### config.mk
export PLATFORM = sky130hd
export DESIGN_NAME = ebsd_isqrt
export DESIGN_NICKNAME = d
export VERILOG_FILES = /design/src/sv/ebsd_pkg.sv /design/src/sv/ebsd_isqrt.sv
export SDC_FILE = /design/constraint.sdc
export NUM_CORES = 1
export LEC_CHECK = 0
export BUFFER_PORTS_ARGS = -buffer_cell sky130_fd_sc_hd__buf_2
export CORE_ASPECT_RATIO = 1.5
export CORE_MARGIN = 2
export CORE_UTILIZATION = 63
export CTS_CLUSTER_SIZE = 40
export DETAILED_ROUTE_END_ITERATION = 8
export PLACE_DENSITY_LB_ADDON = 0.05
export SYNTH_ARGS = -nofsm -noshare
export SYNTH_HDL_FRONTEND = slang
export SYNTH_SLANG_ARGS = --single-unit
export TNS_END_PERCENT = 1
### constraint.sdc
create_clock -name clk -period 6.4 [get_ports clk]
set_input_delay 0.64 -clock clk [delete_from_list [all_inputs] [get_ports clk]]
set_output_delay 0.64 -clock clk [all_outputs]
set_load 0.01 [all_outputs]
### src/sv/ebsd_pkg.sv
// Shared constants and types of the eye blink sequence detector.
package ebsd_pkg;

  localparam int EYE_PIXELS  = 512;
  localparam int PHASE_COUNT = 5;
  localparam int IDX_W       = $clog2(EYE_PIXELS);
  localparam int PHASE_W     = $clog2(PHASE_COUNT);
  localparam int SUM_W       = 48;
  localparam int ROOT_W      = SUM_W / 2;
  localparam int SM_W        = 32;

  localparam logic [2:0] REG_IMAGE_RATE  = 3'd0;
  localparam logic [2:0] REG_SMOOTH_RATE = 3'd1;
  localparam logic [2:0] REG_RISE_THR    = 3'd2;
  localparam logic [2:0] REG_FALL_THR    = 3'd3;
  localparam logic [2:0] REG_RISE_MIN    = 3'd4;
  localparam logic [2:0] REG_RISE_MAX    = 3'd5;
  localparam logic [2:0] REG_FALL_MIN    = 3'd6;
  localparam logic [2:0] REG_FALL_MAX    = 3'd7;

  localparam logic [SM_W-1:0] SM_RESET = 32'd256000;

  typedef struct packed {
    logic [3:0] rise_min;
    logic [3:0] rise_max;
    logic [3:0] fall_min;
    logic [3:0] fall_max;
  } ebsd_dur_cfg_t;

  typedef struct packed {
    logic upd;
    logic rise_met;
    logic fall_met;
  } ebsd_ph_ctl_t;

endpackage

### src/sv/ebsd_isqrt.sv
// Iterative integer square root, two radicand bits per cycle.
module ebsd_isqrt
  import ebsd_pkg::*;
(
  input  logic              clk,
  input  logic              rst_n,
  input  logic              start,
  input  logic [SUM_W-1:0]  radicand,
  output logic              done,
  output logic [ROOT_W-1:0] root
);

  logic             busy_r, busy_nxt;
  logic             done_r, done_nxt;
  logic [SUM_W-1:0] v_r, v_nxt;
  logic [SUM_W-1:0] res_r, res_nxt;
  logic [SUM_W-1:0] bit_r, bit_nxt;
  logic [SUM_W-1:0] trial;

  assign trial = res_r + bit_r;

  always_comb begin
    busy_nxt = busy_r;
    done_nxt = 1'b0;
    v_nxt    = v_r;
    res_nxt  = res_r;
    bit_nxt  = bit_r;
    if (start) begin
      busy_nxt = 1'b1;
      v_nxt    = radicand;
      res_nxt  = '0;
      bit_nxt  = {2'b01, {(SUM_W-2){1'b0}}};
    end else if (busy_r) begin
      if (v_r >= trial) begin
        v_nxt   = v_r - trial;
        res_nxt = (res_r >> 1) + bit_r;
      end else begin
        res_nxt = res_r >> 1;
      end
      bit_nxt = bit_r >> 2;
      if (bit_r == {{(SUM_W-1){1'b0}}, 1'b1}) begin
        busy_nxt = 1'b0;
        done_nxt = 1'b1;
      end
    end
  end

  always_ff @(posedge clk) begin
    if (!rst_n) begin
      busy_r <= 1'b0;
      done_r <= 1'b0;
    end else begin
      busy_r <= busy_nxt;
      done_r <= done_nxt;
    end
    v_r   <= v_nxt;
    res_r <= res_nxt;
    bit_r <= bit_nxt;
  end

  assign done = done_r;
  assign root = res_r[ROOT_W-1:0];

endmodule

# Yosys cells after proc, flatten, opt, wreduce, memory -nomap -nowiden
# Cells that the tools add are included.
# W data, S select, Z words.
# totals
register_bits	122
# classes
n_mux	8
eq_ne	1
reduce_logical	4
bitwise_logic	2
magnitude_cmp	1
add_sub_neg	3
# op_table
operator	count
$mux W48	4
$add A47 B47 Y48	1
$add A48 B47 Y48	1
$ge A48 B48 Y1	1
$sub A48 B48 Y48	1
$eq A24 B1 Y1 const B	1
$mux W1	4
$reduce_bool A2 Y1	2
$reduce_or A3 Y1	1
$not A1 Y1	2
$reduce_and A2 Y1	1

# Logic depth before layout (Yosys ltp)
# logic_depth
word_depth	5
mapped_depth	24
depth_no_buf	21

# Worst setup path before layout
# No wires, ideal clock.
# synth_path
kind	reg2reg
start	register res_r[10]
end	register v_r[0] (enable)
t_arrival_ns	5.249
slack_ns	0.567
period_less_slack_ns	5.833
stages_incl_launch_ff	22
setup_time_ns	0.584
cell_sequence	dfxtp_1 > ha_1 > a31oi_1 > o21bai_1 > a31o_2 > a41oi_1 > a31oi_1 > a31o_2 > a31oi_1 > o21bai_1 > xnor2_1 > ha_1 > a21o_1 > a21o_1 > a21o_1 > a2111oi_2 > nor2_1 > a21oi_2 > nand3_2 > buf_2 > nand2_1 > nand2_1
# synth_between
elab_chain_cells	4
# synth_lines
element	line_no	text
start, declared	ebsd_isqrt.sv:16	logic [SUM_W-1:0] res_r, res_nxt;
start signal, assigned	ebsd_isqrt.sv:57	res_r <= res_nxt;
$add A48 B47 Y48	ebsd_isqrt.sv:20	assign trial = res_r + bit_r;
$ge A48 B48 Y1	ebsd_isqrt.sv:34	if (v_r >= trial) begin
$reduce_bool A2 Y1 (no line)	--	
$reduce_and A2 Y1 (no line)	--	
end signal, assigned	ebsd_isqrt.sv:56	v_r <= v_nxt;
end, declared	ebsd_isqrt.sv:15	logic [SUM_W-1:0] v_r, v_nxt;
# No other way between the ends.
# A chain may end at the register's enable or synchronous reset.

# Final worst setup path
# layout_path
start	register res_r[0]
end	register res_r[29]
# layout_between
elab_chain_cells	3
# layout_lines
element	line_no
$add A48 B47 Y48	ebsd_isqrt.sv:20
$ge A48 B48 Y1	ebsd_isqrt.sv:34
$mux W48	ebsd_isqrt.sv:34
# No other way between the ends.

==> impl_metrics.ini <==
[yosys]
syn_avg_cell_area_sq_um = 8.07
syn_inst = 1409
synth_fp_nets = 1559
async_reset_ff_frac = 0
netlist.area_leader.share = 0.130
synth_edf_count = 48
ys_top_cells_by_count = 152 x nand2_1, 124 x nor2_1, 98 x ha_1
synth_largest_area_cell = dfxtp_1
ys_ff_latch = 122
synth_area_sq_mm = 0.0114
synth_area_leaders = dfxtp_1 13%, edfxtp_1 13%, ha_1 11%, nand2_1 5.0%, a21oi_1 4.3%
synth.most_common_cell = nand2_1
ys_seq_area_frac = 0.257
yosysWarnings = 0
synthFlopType = dfxtp_1
synth_cell_types = 81

[final_layout]
fin_nets = 1580
area_delta_synth_final_pct = 8.42
drive_above_1_share = 0.114
utilization = 0.693
antenna_cells = 0

[placement]
place_congestion = 0.959
io_buffers = 75
dpl.hpwl_microns = 23600
pre_cts_ws_ns = 0.518

[critical_path]
path_class = flop to flop
critical_path_arrival_ns = 6.20
r2r-start = res_r[0]$_SDFFE_PP0P_
r2r_setup_slack_ns = 0.53
reg2reg_to = res_r[29]$_SDFFE_PP0P_
end_kind = flop
crit_path_end = res_r[29]$_SDFFE_PP0P_
worst_r2r_path_depth = 22
cp-start-kind = flop
crit_path_start = res_r[0]$_SDFFE_PP0P_
worstPathRequired_ns = 6.73
cp_max_fo = 23

[clock_network]
path_clk_slew_ns = 0.06
h-tree-depth = 4
ctsHoldBuffers = 0
cts_setup_buffers = 0
cts_tree = built
clock_path_buffers = 2
clockRootBuffer = clkbuf_16
cts_sinks = 122
insertion_delay_ns = 0.43
cts_buffers = 17

[routing]
vias = 10900
drt_wl_total_microns = 32200
firstDrtPassIters = 5
route.antenna.remaining_nets = 0
wl_per_cell_microns = 19.4
drtIter0Drc = 1030
drc_errors = 0
routed_via_density = 6.57

[sta]
worst_hold_slack_ns = 0.449
hold_viol_final = 0
setup_viol = 0
drv_slew = 0
relSlewSlack = 0.349
finalSetupTns_ns = 0
worst_pin_slew_ns = 0.977
grt_setup_unrepaired = no
fin_ws_ns = 0.529
fmax_mhz = 170
fin_skew_ns = 0.0102
min_period_ns = 5.87
post-route-period-util = 0.917

[floorplanning]
die_h_microns = 169
num_rows = 60
core_sq_mm = 0.0178
die_w_microns = 114
initial_core_util = 0.639
io_pins = 76
die-area_sq_mm = 0.0192

[pwr]
power_density_mw_per_mm2 = 379
p_leak_nw = 4.89
peakVddDrop_v = 0.000263
totalPowerFinal_mw = 4.68

[global_route]
grt.overflow.total = 0
grt_max_degree = 94
grt_pass1_wl_microns = 51500
grt_usage = 0.333
antenna_found_initial = 0
first_global_vias = 10300

[flow_run]
maxCapViolations = 0

[status]
status = finished clean

[hold_path]
hold_path.class = input pin to flop
-- placed cells by master, fill, tap and decap left out, types with 20 or more instances in the layout --
cell / synthesis / layout
ha_1: 98 / 98
a221oi_1: 21 / 21
edfxtp_1: 48 / 48
clkbuf_16: 0 / 20
xor2_1: 45 / 45
o21bai_1: 25 / 25
a31oi_1: 42 / 42
xnor2_1: 52 / 52
dfxtp_1: 74 / 73
buf_2: 7 / 74
mux2i_1: 39 / 39
a21oi_1: 97 / 97
inv_1: 45 / 45
a21o_1: 41 / 41
nand2_1: 152 / 151
nor2_1: 124 / 124
o21ai_0: 92 / 92
-- critical path: stages (launching register included) --
cell and delay (ns):
dfxtp_1 0.32, ha_1 0.23, ha_1 0.22, a21oi_1 0.29, o21ai_1 0.17, a21boi_1 0.35, a211o_1 0.26, o22ai_1 0.16
o41ai_1 0.49, o31ai_1 0.12, nand2_1 0.10, xor2_1 0.24, ha_1 0.30, nand2_1 0.12, nor2_1 0.19, nand3_1 0.14
nor3_1 0.48, nand2_1 0.20, a21oi_4 0.40, nor3_4 0.14, buf_4 0.25, or3_1 0.35, a311oi_1 0.27
-- worst min-delay path by stage --
| stage | from | endpoint | slack, ns | cells past startpoint |
|---|---|---|---|---|
| after floorplan | res_r[0]$_SDFFE_PP0P_ | res_r[0]$_SDFFE_PP0P_ | 0.48 | 2 |
| after global placement | res_r[0]$_SDFFE_PP0P_ | res_r[0]$_SDFFE_PP0P_ | 0.49 | 2 |
| after detailed placement | res_r[0]$_SDFFE_PP0P_ | res_r[0]$_SDFFE_PP0P_ | 0.51 | 2 |
| after CTS | rst_n | done$_SDFF_PP0_ | 0.45 | 2 |
| after global routing | rst_n | done$_SDFF_PP0_ | 0.46 | 2 |
| final | rst_n | done$_SDFF_PP0_ | 0.45 | 2 |
-- cell type report --
cell class | instances | area, sq um
clock inverter | 5 | 42.5
fill | 1531 | 5470
multi-input combinational | 1153 | 7820
inverter | 45 | 169
sequential | 122 | 2930
timing repair buffer | 91 | 510
clock buffer | 27 | 581
tap | 217 | 272
-- sequential cells by signal (all words and copies together), names as in the netlist --
signal / cells
bit_r: 24
busy_r: 1
done: 1
res_r: 48
v_r: 48
-- stage by stage --
| stage | area [sq um] | std cells |
|---|---|---|
| global placement | 11700 | 1627 |
| CTS | 12300 | 1659 |
| detailed placement | 11700 | 1627 |
| floorplan | 11400 | 1409 |
| global route | 12300 | 1660 |
| finish | 12300 | 1660 |
-- layer usage --
metal | track usage | vias up | wire length (microns)
li1 | - | 5294 | -
met1 | 0.449 | 5100 | 13800
met2 | 0.542 | 430 | 15200
met3 | 0.0455 | 77 | 2080
met4 | 0.130 | 0 | 1080
met5 | 0 | - | 0
-- power by group --
| part | switching (mW) | internal [mW] |
|---|---|---|
| Clock | 0.387 | 0.625 |
| Sequential | 0.131 | 1.03 |
| Combinational | 1.51 | 0.998 |
| Total | 2.02 | 2.65 |
-- cells by family after synthesis --
kind of cell               share of synthesized area
and+or+nand+nor                                0.175
muxes                                         0.0452
DFF                                            0.257
xor gates and xnor gates                      0.0747
buffers and inverters                         0.0557
AOI/OAI and AO/OA                              0.283
adders and majority gates                      0.110
-- repair_timing --
item / in CTS / in global routing
resized for setup: 0 / 0
endpoints found under the setup margin: 0 / 1
endpoints found under the hold margin: 0 / 0
Power figures use the tool's default switching activity.
