**config.mk**
```make
export PLATFORM = sky130hd
export DESIGN_NAME = ebsd_phase
export DESIGN_NICKNAME = d
export VERILOG_FILES = /design/src/sv/ebsd_pkg.sv /design/src/sv/ebsd_phase.sv
export SDC_FILE = /design/constraint.sdc
export NUM_CORES = 1
export LEC_CHECK = 0
export ABC_AREA = 0
export BUFFER_PORTS_ARGS = -buffer_cell sky130_fd_sc_hd__clkbuf_2
export CORE_MARGIN = 5
export CORE_UTILIZATION = 30
export DETAILED_ROUTE_END_ITERATION = 6
export PLACE_DENSITY = 0.49
export SYNTH_ARGS = -nofsm -noshare
export SYNTH_HDL_FRONTEND = slang
export SYNTH_SLANG_ARGS = --single-unit
```
**constraint.sdc**
```tcl
create_clock -name clk -period 4.3 [get_ports clk]
set_input_delay 0.215 -clock clk [delete_from_list [all_inputs] [get_ports clk]]
set_output_delay 0.215 -clock clk [all_outputs]
set_load 0.005 [all_outputs]
```
**src/sv/ebsd_pkg.sv**
```systemverilog
// Shared constants and types of the eye blink sequence detector.
package ebsd_pkg;

  localparam int EYE_PIXELS  = 512;
  localparam int PHASE_COUNT = 5;
  localparam int IDX_W       = $clog2(EYE_PIXELS);
  localparam int PHASE_W     = $clog2(PHASE_COUNT);
  localparam int SUM_W       = 48;
  localparam int ROOT_W      = SUM_W / 2;
  localparam int SM_W        = 32;

  localparam logic [2:0] REG_IMAGE_RATE  = 3'd0;
  localparam logic [2:0] REG_SMOOTH_RATE = 3'd1;
  localparam logic [2:0] REG_RISE_THR    = 3'd2;
  localparam logic [2:0] REG_FALL_THR    = 3'd3;
  localparam logic [2:0] REG_RISE_MIN    = 3'd4;
  localparam logic [2:0] REG_RISE_MAX    = 3'd5;
  localparam logic [2:0] REG_FALL_MIN    = 3'd6;
  localparam logic [2:0] REG_FALL_MAX    = 3'd7;

  localparam logic [SM_W-1:0] SM_RESET = 32'd256000;

  typedef struct packed {
    logic [3:0] rise_min;
    logic [3:0] rise_max;
    logic [3:0] fall_min;
    logic [3:0] fall_max;
  } ebsd_dur_cfg_t;

  typedef struct packed {
    logic upd;
    logic rise_met;
    logic fall_met;
  } ebsd_ph_ctl_t;

endpackage

```
**src/sv/ebsd_phase.sv**
```systemverilog
// Open/close phase machine with minimum and maximum durations.
module ebsd_phase
  import ebsd_pkg::*;
(
  input  logic               clk,
  input  logic               rst_n,
  input  ebsd_ph_ctl_t       ctl,
  input  ebsd_dur_cfg_t      dur_cfg,
  output logic [PHASE_W-1:0] phase
);

  logic [PHASE_W-1:0] phase_r, phase_nxt;
  logic [3:0]         frames_r, frames_nxt;
  logic [4:0]         dur;
  logic [PHASE_W-1:0] ph;
  logic [PHASE_W:0]   ph_inc;
  logic [3:0]         mn, mx;
  logic               met_cur, met_next;

  always_comb begin
    dur     = {1'b0, frames_r} + 5'd1;
    ph      = phase_r;
    mn      = phase_r[0] ? dur_cfg.rise_min : dur_cfg.fall_min;
    mx      = phase_r[0] ? dur_cfg.rise_max : dur_cfg.fall_max;
    met_cur = phase_r[0] ? ctl.rise_met : ctl.fall_met;
    if (phase_r != '0) begin
      if (((dur < {1'b0, mn}) && !met_cur) || (dur > {1'b0, mx})) begin
        ph  = '0;
        dur = '0;
      end
    end
    ph_inc   = {1'b0, ph} + {{PHASE_W{1'b0}}, 1'b1};
    // The next phase rises when it is odd and falls when it is even.
    met_next = ph_inc[0] ? ctl.rise_met : ctl.fall_met;
    if ((ph_inc < (PHASE_W+1)'(PHASE_COUNT)) && met_next) begin
      ph  = ph_inc[PHASE_W-1:0];
      dur = '0;
    end
    phase_nxt  = ctl.upd ? ph : phase_r;
    frames_nxt = frames_r;
    if (ctl.upd) begin
      frames_nxt = dur[4] ? 4'd15 : dur[3:0];
    end
  end

  always_ff @(posedge clk) begin
    if (!rst_n) begin
      phase_r  <= '0;
      frames_r <= '0;
    end else begin
      phase_r  <= phase_nxt;
      frames_r <= frames_nxt;
    end
  end

  assign phase = phase_r;

endmodule

```
---- Yosys cells after proc, flatten, opt, wreduce, memory -nomap -nowiden ----
Index checks and enable logic that the tools add are counted.
word-level totals
  register bits after elaboration ......... 7
  input port bits ......................... 21
  output and inout bits ................... 3
  word-level logic and storage cells ...... 23
operators by class
  reductions and logical operators ........ 5
  muxes and demuxes ....................... 11
  add/subtract/negate cells ............... 2
  $lt $le $gt $ge ......................... 3
operators by type and width
  cell                                                                   count
  5-bit 2-to-1 mux                                                       3
  4-bit 2-to-1 mux                                                       3
  3-bit 2-to-1 mux                                                       3
  4-bit by 1-bit adder with 5-bit output (second input constant)         1
  5-bit by 4-bit > comparator with 1-bit output                          1
  5-bit by 4-bit < comparator with 1-bit output                          1
  3-bit by 1-bit adder with 4-bit output (second input constant)         1
  4-bit by 3-bit < comparator with 1-bit output (second input constant)  1
  3-bit nonzero test                                                     1
  1-bit logical AND                                                      2
  1-bit 2-to-1 mux                                                       2
  1-bit zero test                                                        1
  1-bit logical OR                                                       1

---- Depth between registers and ports, before layout ----
Gate-level depths: netlist of run 1.
  word-level depth ........................ 11
  gate-level depth with buffers ........... 10
  depth with buffers taken out ............ 8

---- Least setup slack after synthesis of run 1 ----
Ideal clock, no wire load.
  path kind ............................... register to register
  from .................................... register phase_r[0], in the netlist phase[0]
  to ...................................... register frames_r[1]
  arrival ................................. 2.243 ns
  library setup time ...................... 0.060 ns
  setup slack ............................. 1.996 ns
  required time ........................... 4.240 ns
  clock period less this slack ............ 2.304 ns
  cell stages (with the launch flop) ...... 11
  buffers on the path ..................... 2
  cells stage by stage .................... dfxtp_1 buf_6 buf_2 mux2_1 ha_1 inv_1 a221oi_1 o211a_1 o32ai_2 mux2i_1 a32o_1
between the ends
  longest elaborated chain between the ends .. 11
  elaborated cells between the ends (all ways) .. 19
  those cells by class .................... 1 x add/sub; 3 x order compare; 10 x mux; 5 x reduce/logical
ends and longest elaborated chain
  item                                                                               RTL line                            text
  from (decl)                                                                        ebsd_phase.sv:12                    logic [PHASE_W-1:0] phase_r, phase_nxt;
  from (signal assigned)                                                             ebsd_phase.sv:51                    phase_r <= phase_nxt;
  4-bit 2-to-1 mux or 1-bit 2-to-1 mux (tied branches)                               ebsd_phase.sv:23, ebsd_phase.sv:25
  5-bit by 4-bit < comparator with 1-bit output or 1-bit zero test (tied branches)   ebsd_phase.sv:27                    if (((dur < {1'b0, mn}) && !met_cur) || (dur > {1'b0, mx})) begin
  1-bit logical AND                                                                  ebsd_phase.sv:27
  1-bit logical OR                                                                   ebsd_phase.sv:27
  3-bit 2-to-1 mux                                                                   ebsd_phase.sv:27
  3-bit 2-to-1 mux                                                                   ebsd_phase.sv:26                    if (phase_r != '0) begin
  3-bit by 1-bit adder with 4-bit output                                             ebsd_phase.sv:32                    ph_inc = {1'b0, ph} + {{PHASE_W{1'b0}}, 1'b1};
  4-bit by 3-bit < comparator with 1-bit output or 1-bit 2-to-1 mux (tied branches)  ebsd_phase.sv:35, ebsd_phase.sv:34
  1-bit logical AND                                                                  ebsd_phase.sv:35                    if ((ph_inc < (PHASE_W+1)'(PHASE_COUNT)) && met_next) begin
  5-bit 2-to-1 mux *                                                                 ebsd_phase.sv:35
  4-bit 2-to-1 mux *                                                                 ebsd_phase.sv:42                    frames_nxt = dur[4] ? 4'd15 : dur[3:0];
  to (signal assigned)                                                               ebsd_phase.sv:52                    frames_r <= frames_nxt;
  to (decl)                                                                          ebsd_phase.sv:13                    logic [3:0] frames_r, frames_nxt;
Mark *: on every way between the ends. The rest lies on a longest branch, timed or not.
A chain may end at the register's enable or synchronous reset.

---- Worst setup path after layout of run 1 ----
Same ends and word-level chain as after synthesis.

==> results of run 1 <==
[metrics by stage]
step                hold slack (ns)  setup slack, ns  cells
CTS                           0.246             1.72    128
global route                  0.264             1.53    128
detailed placement            0.511             1.72    124
finish                        0.249             1.71    128
global placement              0.517             1.76    124
floorplan                     0.302             2.00     76
[synthesized netlist by cell type, drive strengths merged (2+ instances only)]
master	count	share of area, %
a21oi	4	2.9
a32o	3	4.4
buf	2	2.4
dfxtp	7	20
ha	6	11
inv	4	2.2
mux2i	10	15
nand2	7	3.8
nand3	3	2.2
nor2	3	1.6
nor2b	3	2.7
o211ai	2	2.9
o21a	2	2.2
o21ai	3	2.2
[logic make-up after synthesis]
family,count (synthesis),share of synthesized area [%]
multiplexers,11,16.2
AND/OR/NAND/NOR,20,15.1
flip-flops,7,20.4
XOR/XNOR,2,3.64
AO/OA/AOI/OAI,23,27.3
adder cells (fa/ha/maj),6,10.9
buffers and inverters,7,6.54
[final timing paths]
kind / startpoint / to / slack, ns / depth (start not counted)
worst max-delay path: phase[0] / frames_r[1] / 1.71 / 8
worst min-delay path: ctl[2] / phase[2] / 0.25 / 2
worst max register to register: phase[0] / frames_r[1] / 1.71 / 8
worst min register to register: frames_r[3] / frames_r[3] / 0.59 / 1
[power by group]
group / switching (uW) / leakage, uW / internal (uW) / total, uW
Combinational: 26.6 / 0.000313 / 28.4 / 55.0
Clock: 23.7 / 0.0000150 / 35.4 / 59.1
Sequential: 6.20 / 0.0000568 / 67.2 / 73.4
[state kept, by name, indices dropped and copies added (netlist names)]
register / flops
phase: 3
frames_r: 4
[routing by layer]
layer | track usage, % | part of all wire, %
met1 | 13.7 | 47
met3 | 4.23 | 7.8
met2 | 16.0 | 45
met4 | 0.993 | 0
met5 | 0 | 0
[cell usage in the layout, fill, tap and decap left out, types with 2 or more instances in the layout]
cell,count
o21a_1,2
ha_1,6
mux2i_1,10
a21oi_1,4
a32o_1,3
clkbuf_4,3
nand3_1,3
inv_1,4
nand2_1,7
nor2b_1,3
dfxtp_1,7
clkbuf_2,23
nor2_1,3
o21ai_0,2
[worst max-delay path: stages, from the launching register on]
cell,delay [ns]
dfxtp_1,0.75
mux2_1,0.39
ha_1,0.18
inv_1,0.05
a221oi_1,0.07
o211a_1,0.23
o32ai_2,0.26
mux2i_1,0.40
a32o_1,0.21
[cell type report]
class / count / share of cell area, %
clock buffer: 4 / 3.15
tap: 28 / 4.20
timing repair buffer: 23 / 13.8
inverter: 4 / 1.80
multi-input combinational: 62 / 60.3
sequential: 7 / 16.8
==> out/qor.csv, run 1 <==
stage,metric,value,unit
outcome,status,"complete, no violations",
final_layout,syn2layout_area_growth,21.3,%
floorplan,num_io_pins,24,
synthesis,synth_cells,76,
detailed_routing,wl_per_cell,12.5,um
global_route,grt_max_degree,16,
cts,htreeDepth,1,
detailed_routing,vias,663,
power,p_total,188,uW
synthesis,syn_area,688,sq um
detailed_routing,via_per_inst,5.18,
cts,clkSinkCount,7,
synthesis,syn_avg_cell_area,9.05,sq um
final_layout,nNetsFinal,128,
critical_path,critical_path.max_fanout,15,
timing,fmax,0.386,GHz
critical_path,crit_arrival,2.78,ns
global_route,antenna_found_initial,0,
final_layout,multi_input_area,503,sq um
synthesis,ys_async_sr_fraction,0,%
detailed_routing,firstDrtPassIters,4,
critical_path,start_kind,flip-flop,
floorplan,die_x,57.9,um
global_route,grt_pass1_vias,631,
timing,skew,0.00477,ns
critical_path,critical_path_required,4.49,ns
job,cap_violations,0,
detailed_routing,drt_iter0_drc,19,
detailed_routing,drt_wl_total,1600,um
cts,clk_pin_slew,0.05,ns
placed_design,dpl_cell_area,808,sq um
timing,setup_tns,0,ns
final_layout,ff_latch_area,140,sq um
global_route,grt_pass1_wl,2770,um
floorplan,dieArea,3350,sq um
power,power_density,225,nW/um^2
timing,drv_slew,0,
timing,period_share,60.2,%
final_layout,fill_cells,221,
cts,cts-resized-gates,0,
detailed_routing,ant_nets,0,
power,p_leak,0.000384,uW
global_route,overflow,0,
synthesis,ys_seq_elements,7,
synthesis,yosysWarnings,0,
synthesis,ys.flop_type,dfxtp_1,
cts,cts_tree,done,
final_layout,fin_area,835,sq um
timing,finalSetupViolCount,0,
floorplan,rows,17,
placed_design,place.port_buffers,23,
critical_path,crit_type,reg2reg,
worst_hold_path,hp-class,in2reg,
cts,insertion_delay,0.25,ns
power,irDropWorstVdd,0.184,mV
timing,rsz0062_at_grt,false,
floorplan,die_h,57.9,um
critical_path,crit_path_end_kind,flip-flop,
cts,cts_inserted_buffers,3,
timing,post-route-min-period,2.59,ns
floorplan,coreArea,2190,sq um
synthesis,synth-edff-count,0,
final_layout,final_util,38.1,%
placed_design,place_congestion,0.732,
timing,slew_headroom,55.4,%
cts,clock_tree.root_cell,clkbuf_4,
synthesis,synth_seq_area_share,20.4,%
global_route,track_usage,10.2,%
timing,final-hold-violation-count,0,
cts,clock_path_buffers,2,
placed_design,dp_hpwl,1300,um
floorplan,start_util,31.4,%
cts,hold_buffers,0,
final_layout,drive_gt1_share,32.0,%
timing,worstMarginPinSlew,0.668,ns
final_layout,antenna_cells,0,
synthesis,mappedNetlistNets,103,
cts,post_cts_buffers,0,
synthesis,synth.distinct_cells,34,
detailed_routing,remaining_drc_errors,0,
Power figures use the tool's default switching activity.
==> run 2: changes to the inputs <==
ABC_AREA = 1   (was 0)
clock period = 2.3 ns   (was 4.3 ns; I/O delays follow)
==> out/qor.csv, run 2 <==
stage,metric,value,unit
outcome,status,"complete, no violations",
detailed_routing,wl_per_cell,10.8,um
critical_path,crit_path_top_delay_cell,dfxtp_1,
placed_design,dp_hpwl,1730,um
final_layout,final_cell_mix,"nand2_1 (39), clkbuf_2 (23), inv_1 (13), nor2_1 (11)",
final_layout,fin_area,1000,sq um
cts,insertion_delay,0.25,ns
timing,rsz0062_at_grt,false,
detailed_routing,ant_nets,0,
critical_path,crit_type,reg2reg,
detailed_routing,via_per_inst,4.62,
synthesis,synth-edff-count,0,
synthesis,ys.flop_type,dfxtp_1,
cts,clk_pin_slew,0.06,ns
floorplan,start_util,30.5,%
synthesis,syn_avg_cell_area,6.51,sq um
synthesis,ys_top_cells_by_count,"nand2_1 (39), inv_1 (13), nor2_1 (11)",
worst_hold_path,holdPathEnd,phase[1],
synthesis,synth_top_cell_by_area,nand2_1,
final_layout,syn2layout_area_growth,21.3,%
timing,skew,0.00702,ns
timing,setup_tns,0,ns
global_route,grt_max_degree,13,
synthesis,synth_top_cell_area_share,17.7,%
critical_path,rrSetupSlack,0.29,ns
detailed_routing,vias,850,
placed_design,dpl_cell_area,970,sq um
job,cap_violations,0,
detailed_routing,drt_iter0_drc,35,
critical_path,regToRegEndpoint,frames_r[0],
timing,slew_headroom,77.1,%
synthesis,synth_cells,127,
cts,clock_path_buffers,2,
critical_path,r2r-start,frames_r[2],
cts,cts_inserted_buffers,3,
placed_design,dp.cells,180,
synthesis,ys_async_sr_fraction,0,%
final_layout,drive_gt1_share,34.0,%
timing,drv_slew,0,
timing,post-route-min-period,2.01,ns
final_layout,ff_latch_area,140,sq um
floorplan,coreArea,2710,sq um
final_layout,antenna_cells,0,
cts,hold_buffers,0,
critical_path,crit_path_end_kind,flip-flop,
floorplan,rows,19,
worst_hold_path,hp-class,in2reg,
synthesis,ys_seq_elements,7,
final_layout,layout_commonest_cell,nand2_1,
synthesis,synth_seq_area_share,16.9,%
final_layout,nNetsFinal,181,
cts,cts_tree,done,
cts,post_cts_buffers,0,
critical_path,reg2regPathDepth,12,
synthesis,mappedNetlistNets,154,
synthesis,netlist_top_cells_area,"nand2_1 (18%), dfxtp_1 (17%), ha_1 (9.1%)",
worst_hold_path,hp-start,rst_n,
floorplan,dieArea,3910,sq um
power,power_density,433,nW/um^2
final_layout,largest_reg_flops,4,
critical_path,slowest_delay,0.44,ns
worst_hold_path,hold_depth,3,
floorplan,die_h,62.5,um
final_layout,final_cells,184,
detailed_routing,remaining_drc_errors,0,
global_route,track_usage,10.9,%
placed_design,place.port_buffers,23,
detailed_routing,drt_wl_total,1980,um
floorplan,num_io_pins,24,
final_layout,multi_input_area,608,sq um
critical_path,critical_path.max_fanout,6,
global_route,grt_pass1_wl,3580,um
detailed_routing,firstDrtPassIters,4,
timing,worstMarginPinSlew,0.343,ns
cts,cts-resized-gates,0,
critical_path,start_kind,flip-flop,
timing,period_share,87.2,%
synthesis,yosysWarnings,0,
cts,clkSinkCount,7,
power,irDropWorstVdd,0.307,mV
placed_design,place_congestion,0.792,
global_route,antenna_found_initial,0,
timing,finalSetupViolCount,0,
final_layout,fill_cells,308,
cts,htreeDepth,1,
synthesis,yosysMostFrequentCell,nand2_1,
cts,clock_tree.root_cell,clkbuf_4,
global_route,grt_pass1_vias,811,
timing,fmax,0.499,GHz
synthesis,synth.distinct_cells,25,
power,p_leak,0.000535,uW
global_route,overflow,0,
final_layout,regMostFlops,frames_r,
floorplan,die_x,62.5,um
critical_path,critical_path_required,2.43,ns
critical_path,cp_cell_sequence,"nand3_1, xnor2_2, ha_1, nand2_1, nor2_1, nand4_1, nand2_4, nand3_2, nand2_2, nand2_2, nand2_1, a21oi_2",
timing,final-hold-violation-count,0,
critical_path,crit_arrival,2.14,ns
synthesis,syn_area,827,sq um
## run 2: cell count changes after synthesis, sizes merged, moves of 2 or more
cell    previous run  this run
nand2              7        47
inv                4        16
nor2               3        11
a21oi              4        11
mux2i             10         4
o21ai              3         7
a32o               3         0
nand4              0         3
nor2b              3         0
nand3              3         5
o211ai             2         0
or2                0         2
## run 2: critical path: cells and delay by family, from the launching register on
family                     cells  cell delay, ns
adders and majority gates      1            0.29
DFF                            1            0.44
AOI/OAI and AO/OA              1            0.05
and+or+nand+nor                9            0.91
xor gates and xnor gates       1            0.19
## run 2: area by class of cell
type,instances,area share (%)
Tap cell,31,3.87
Timing Repair Buffer,25,13.0
Sequential cell,7,14.0
Inverter,16,5.99
Clock buffer,4,2.62
Multi-Input combinational cell,101,60.6
## run 2: worst max path at each step
stage	from	end	slack, ns	cells past startpoint
CTS	frames_r[2]	frames_r[0]	0.18	13
finish	frames_r[2]	frames_r[0]	0.29	12
floorplan	phase[0]	phase[1]	0.47	12
global placement	frames_r[2]	phase[1]	0.18	11
detailed placement	frames_r[2]	frames_r[0]	0.18	13
global route	frames_r[2]	frames_r[0]	0.04	13
## run 2: logic make-up (layout without fill, tap and decap cells)
kind of cell	count (synthesis)	count (layout)	synth area share, %
adders and majority gates	6	6	9.08
xor gates and xnor gates	1	1	1.06
buffers and inverters	19	45	10.4
AOI/OAI and AO/OA	21	21	15.9
DFF	7	7	16.9
and+or+nand+nor	69	69	41.8
muxes	4	4	4.84
## run 2: power by group
part | switching, uW | total, uW | internal (uW)
clock network | 48.3 | 115 | 66.4
registers | 10.4 | 138 | 128
logic | 105 | 181 | 76.1
## run 2: routing by layer
layer  vias to the layer above  global-route usage, %  part of all wire (%)
met1                       368                   14.0                    47
met2                        22                   17.6                    45
met5                         -                      0                     0
met3                         2                   3.06                   7.0
met4                         0                   3.18                  0.45
li1                        458                      -                     -
## run 2: per-stage QoR
| stage | hold slack [ns] | total power [uW] | setup WS [ns] | util, % |
|---|---|---|---|---|
| finish | 0.161 | 434 | 0.294 | 37.0 |
| global route | 0.183 | 473 | 0.0398 | 37.0 |
| CTS | 0.158 | 440 | 0.178 | 36.7 |
| detailed placement | 0.426 | 324 | 0.181 | 35.8 |
| global placement | 0.428 | 322 | 0.184 | 35.8 |
| floorplan | 0.255 | 279 | 0.473 | - |
==> run 3: changes to the inputs <==
CORE_ASPECT_RATIO = 1.25   (was default)
HOLD_SLACK_MARGIN = 0.08   (was default)
==> out/qor.csv, run 3 (synthesis gave the netlist of run 2 again) <==
stage,metric,value,unit
critical_path,critical_path.max_fanout,6,
critical_path,start_kind,flip-flop,
timing,final-hold-violation-count,0,
worst_hold_path,hold_depth,3,
worst_hold_path,hp-class,in2reg,
critical_path,regToRegEndpoint,frames_r[2],
cts,hold_buffers,0,
cts,clock_tree.root_cell,clkbuf_4,
timing,period_share,90.3,%
final_layout,fill_cells,307,
power,p_leak,0.000521,uW
final_layout,antenna_cells,0,
timing,rsz0062_at_grt,false,
timing,post-route-min-period,2.08,ns
final_layout,layout_commonest_cell,nand2_1,
critical_path,r2r-start,frames_r[2],
worst_hold_path,hp-start,rst_n,
cts,cts_inserted_buffers,3,
cts,clk_pin_slew,0.06,ns
global_route,grt_max_degree,13,
timing,setup_tns,0,ns
timing,slew_headroom,72.7,%
timing,skew,0.00706,ns
final_layout,nNetsFinal,180,
timing,drv_slew,0,
global_route,grt_pass1_wl,3520,um
critical_path,crit_path_end_kind,flip-flop,
critical_path,crit_arrival,2.21,ns
cts,cts_tree,done,
critical_path,critical_path_required,2.44,ns
global_route,antenna_found_initial,0,
critical_path,rrSetupSlack,0.22,ns
floorplan,coreArea,2650,sq um
global_route,track_usage,11.5,%
global_route,overflow,0,
floorplan,start_util,31.2,%
timing,finalSetupViolCount,0,
final_layout,fin_area,992,sq um
floorplan,die_x,57.0,um
critical_path,reg2regPathDepth,13,
timing,fmax,0.481,GHz
final_layout,final_cell_mix,"nand2_1 (39), clkbuf_2 (23), inv_1 (13), nor2_1 (11)",
final_layout,syn2layout_area_growth,20.0,%
power,irDropWorstVdd,0.328,mV
placed_design,dpl_cell_area,966,sq um
floorplan,num_io_pins,24,
detailed_routing,drt_wl_total,1950,um
timing,worstMarginPinSlew,0.408,ns
critical_path,crit_type,reg2reg,
placed_design,place.port_buffers,23,
detailed_routing,ant_nets,0,
detailed_routing,via_per_inst,4.53,
detailed_routing,firstDrtPassIters,4,
placed_design,place_congestion,0.775,
cts,insertion_delay,0.26,ns
final_layout,drive_gt1_share,32.9,%
power,power_density,436,nW/um^2
outcome,status,"complete, no violations",
detailed_routing,drt_iter0_drc,16,
placed_design,dp_hpwl,1630,um
job,cap_violations,0,
cts,clkSinkCount,7,
floorplan,die_h,68.7,um
final_layout,regMostFlops,frames_r,
global_route,grt_pass1_vias,827,
cts,htreeDepth,1,
cts,cts-resized-gates,0,
detailed_routing,remaining_drc_errors,0,
floorplan,rows,21,
floorplan,dieArea,3910,sq um
worst_hold_path,holdPathEnd,phase[0],
detailed_routing,vias,843,
final_layout,largest_reg_flops,4,
cts,post_cts_buffers,0,
cts,clock_path_buffers,2,
detailed_routing,wl_per_cell,10.5,um
run 3: how the worst max path moves through the flow:
stage | depth (start not counted) | end | start
5_1_grt | 11 | phase[1] | phase[0]
3_5_place_dp | 13 | frames_r[2] | frames_r[2]
4_1_cts | 13 | frames_r[2] | frames_r[2]
3_3_place_gp | 12 | frames_r[2] | frames_r[0]
6_report | 13 | frames_r[2] | frames_r[2]
2_1_floorplan | 12 | phase[1] | phase[0]
run 3: where the power goes:
group	internal, uW	total (uW)	switching [uW]
clock	66.3	113	47.1
combinational	74.3	180	106
sequential	128	139	11.1
total	269	433	164
run 3: routing by layer:
metal  vias up  GRT usage, %  wire [um]
met1       359          13.0        873
li1        460             -          -
met4         0          6.96         51
met2        20          20.6        913
met5         -             0          0
met3         4          1.68        111
run 3: final cells by class:
| class | instances | area, sq um | share of cell area (%) |
|---|---|---|---|
| Inverter | 16 | 60.1 | 6.05 |
| Tap cell | 34 | 42.5 | 4.29 |
| Clock buffer | 4 | 26.3 | 2.65 |
| Multi-Input combinational cell | 101 | 601 | 60.5 |
| Timing Repair Buffer | 24 | 123 | 12.4 |
| Sequential cell | 7 | 140 | 14.1 |
run 3: worst max-delay path, cell delays in order, from the launching register on:
cell and delay (ns):
dfxtp_1 0.44, nand3_1 0.13, xnor2_1 0.31, ha_1 0.30
nand2_1 0.09, nor2_1 0.06, nand4_1 0.08, nand3_2 0.09
nand2_4 0.11, nand3_2 0.09, nand2_2 0.07, nand2_2 0.06
nand2_1 0.09, a21oi_2 0.05
run 3: through the flow:
step | utilization [%] | total power (uW) | instances | hold WS, ns | setup slack, ns
finish | 37.4 | 433 | 186 | 0.152 | 0.223
global route | 37.4 | 473 | 186 | 0.177 | 0.0420
CTS | 37.4 | 439 | 186 | 0.149 | 0.195
detailed placement | 36.4 | 323 | 182 | 0.417 | 0.211
global placement | 36.4 | 323 | 182 | 0.426 | 0.236
floorplan | - | 279 | 127 | 0.255 | 0.473
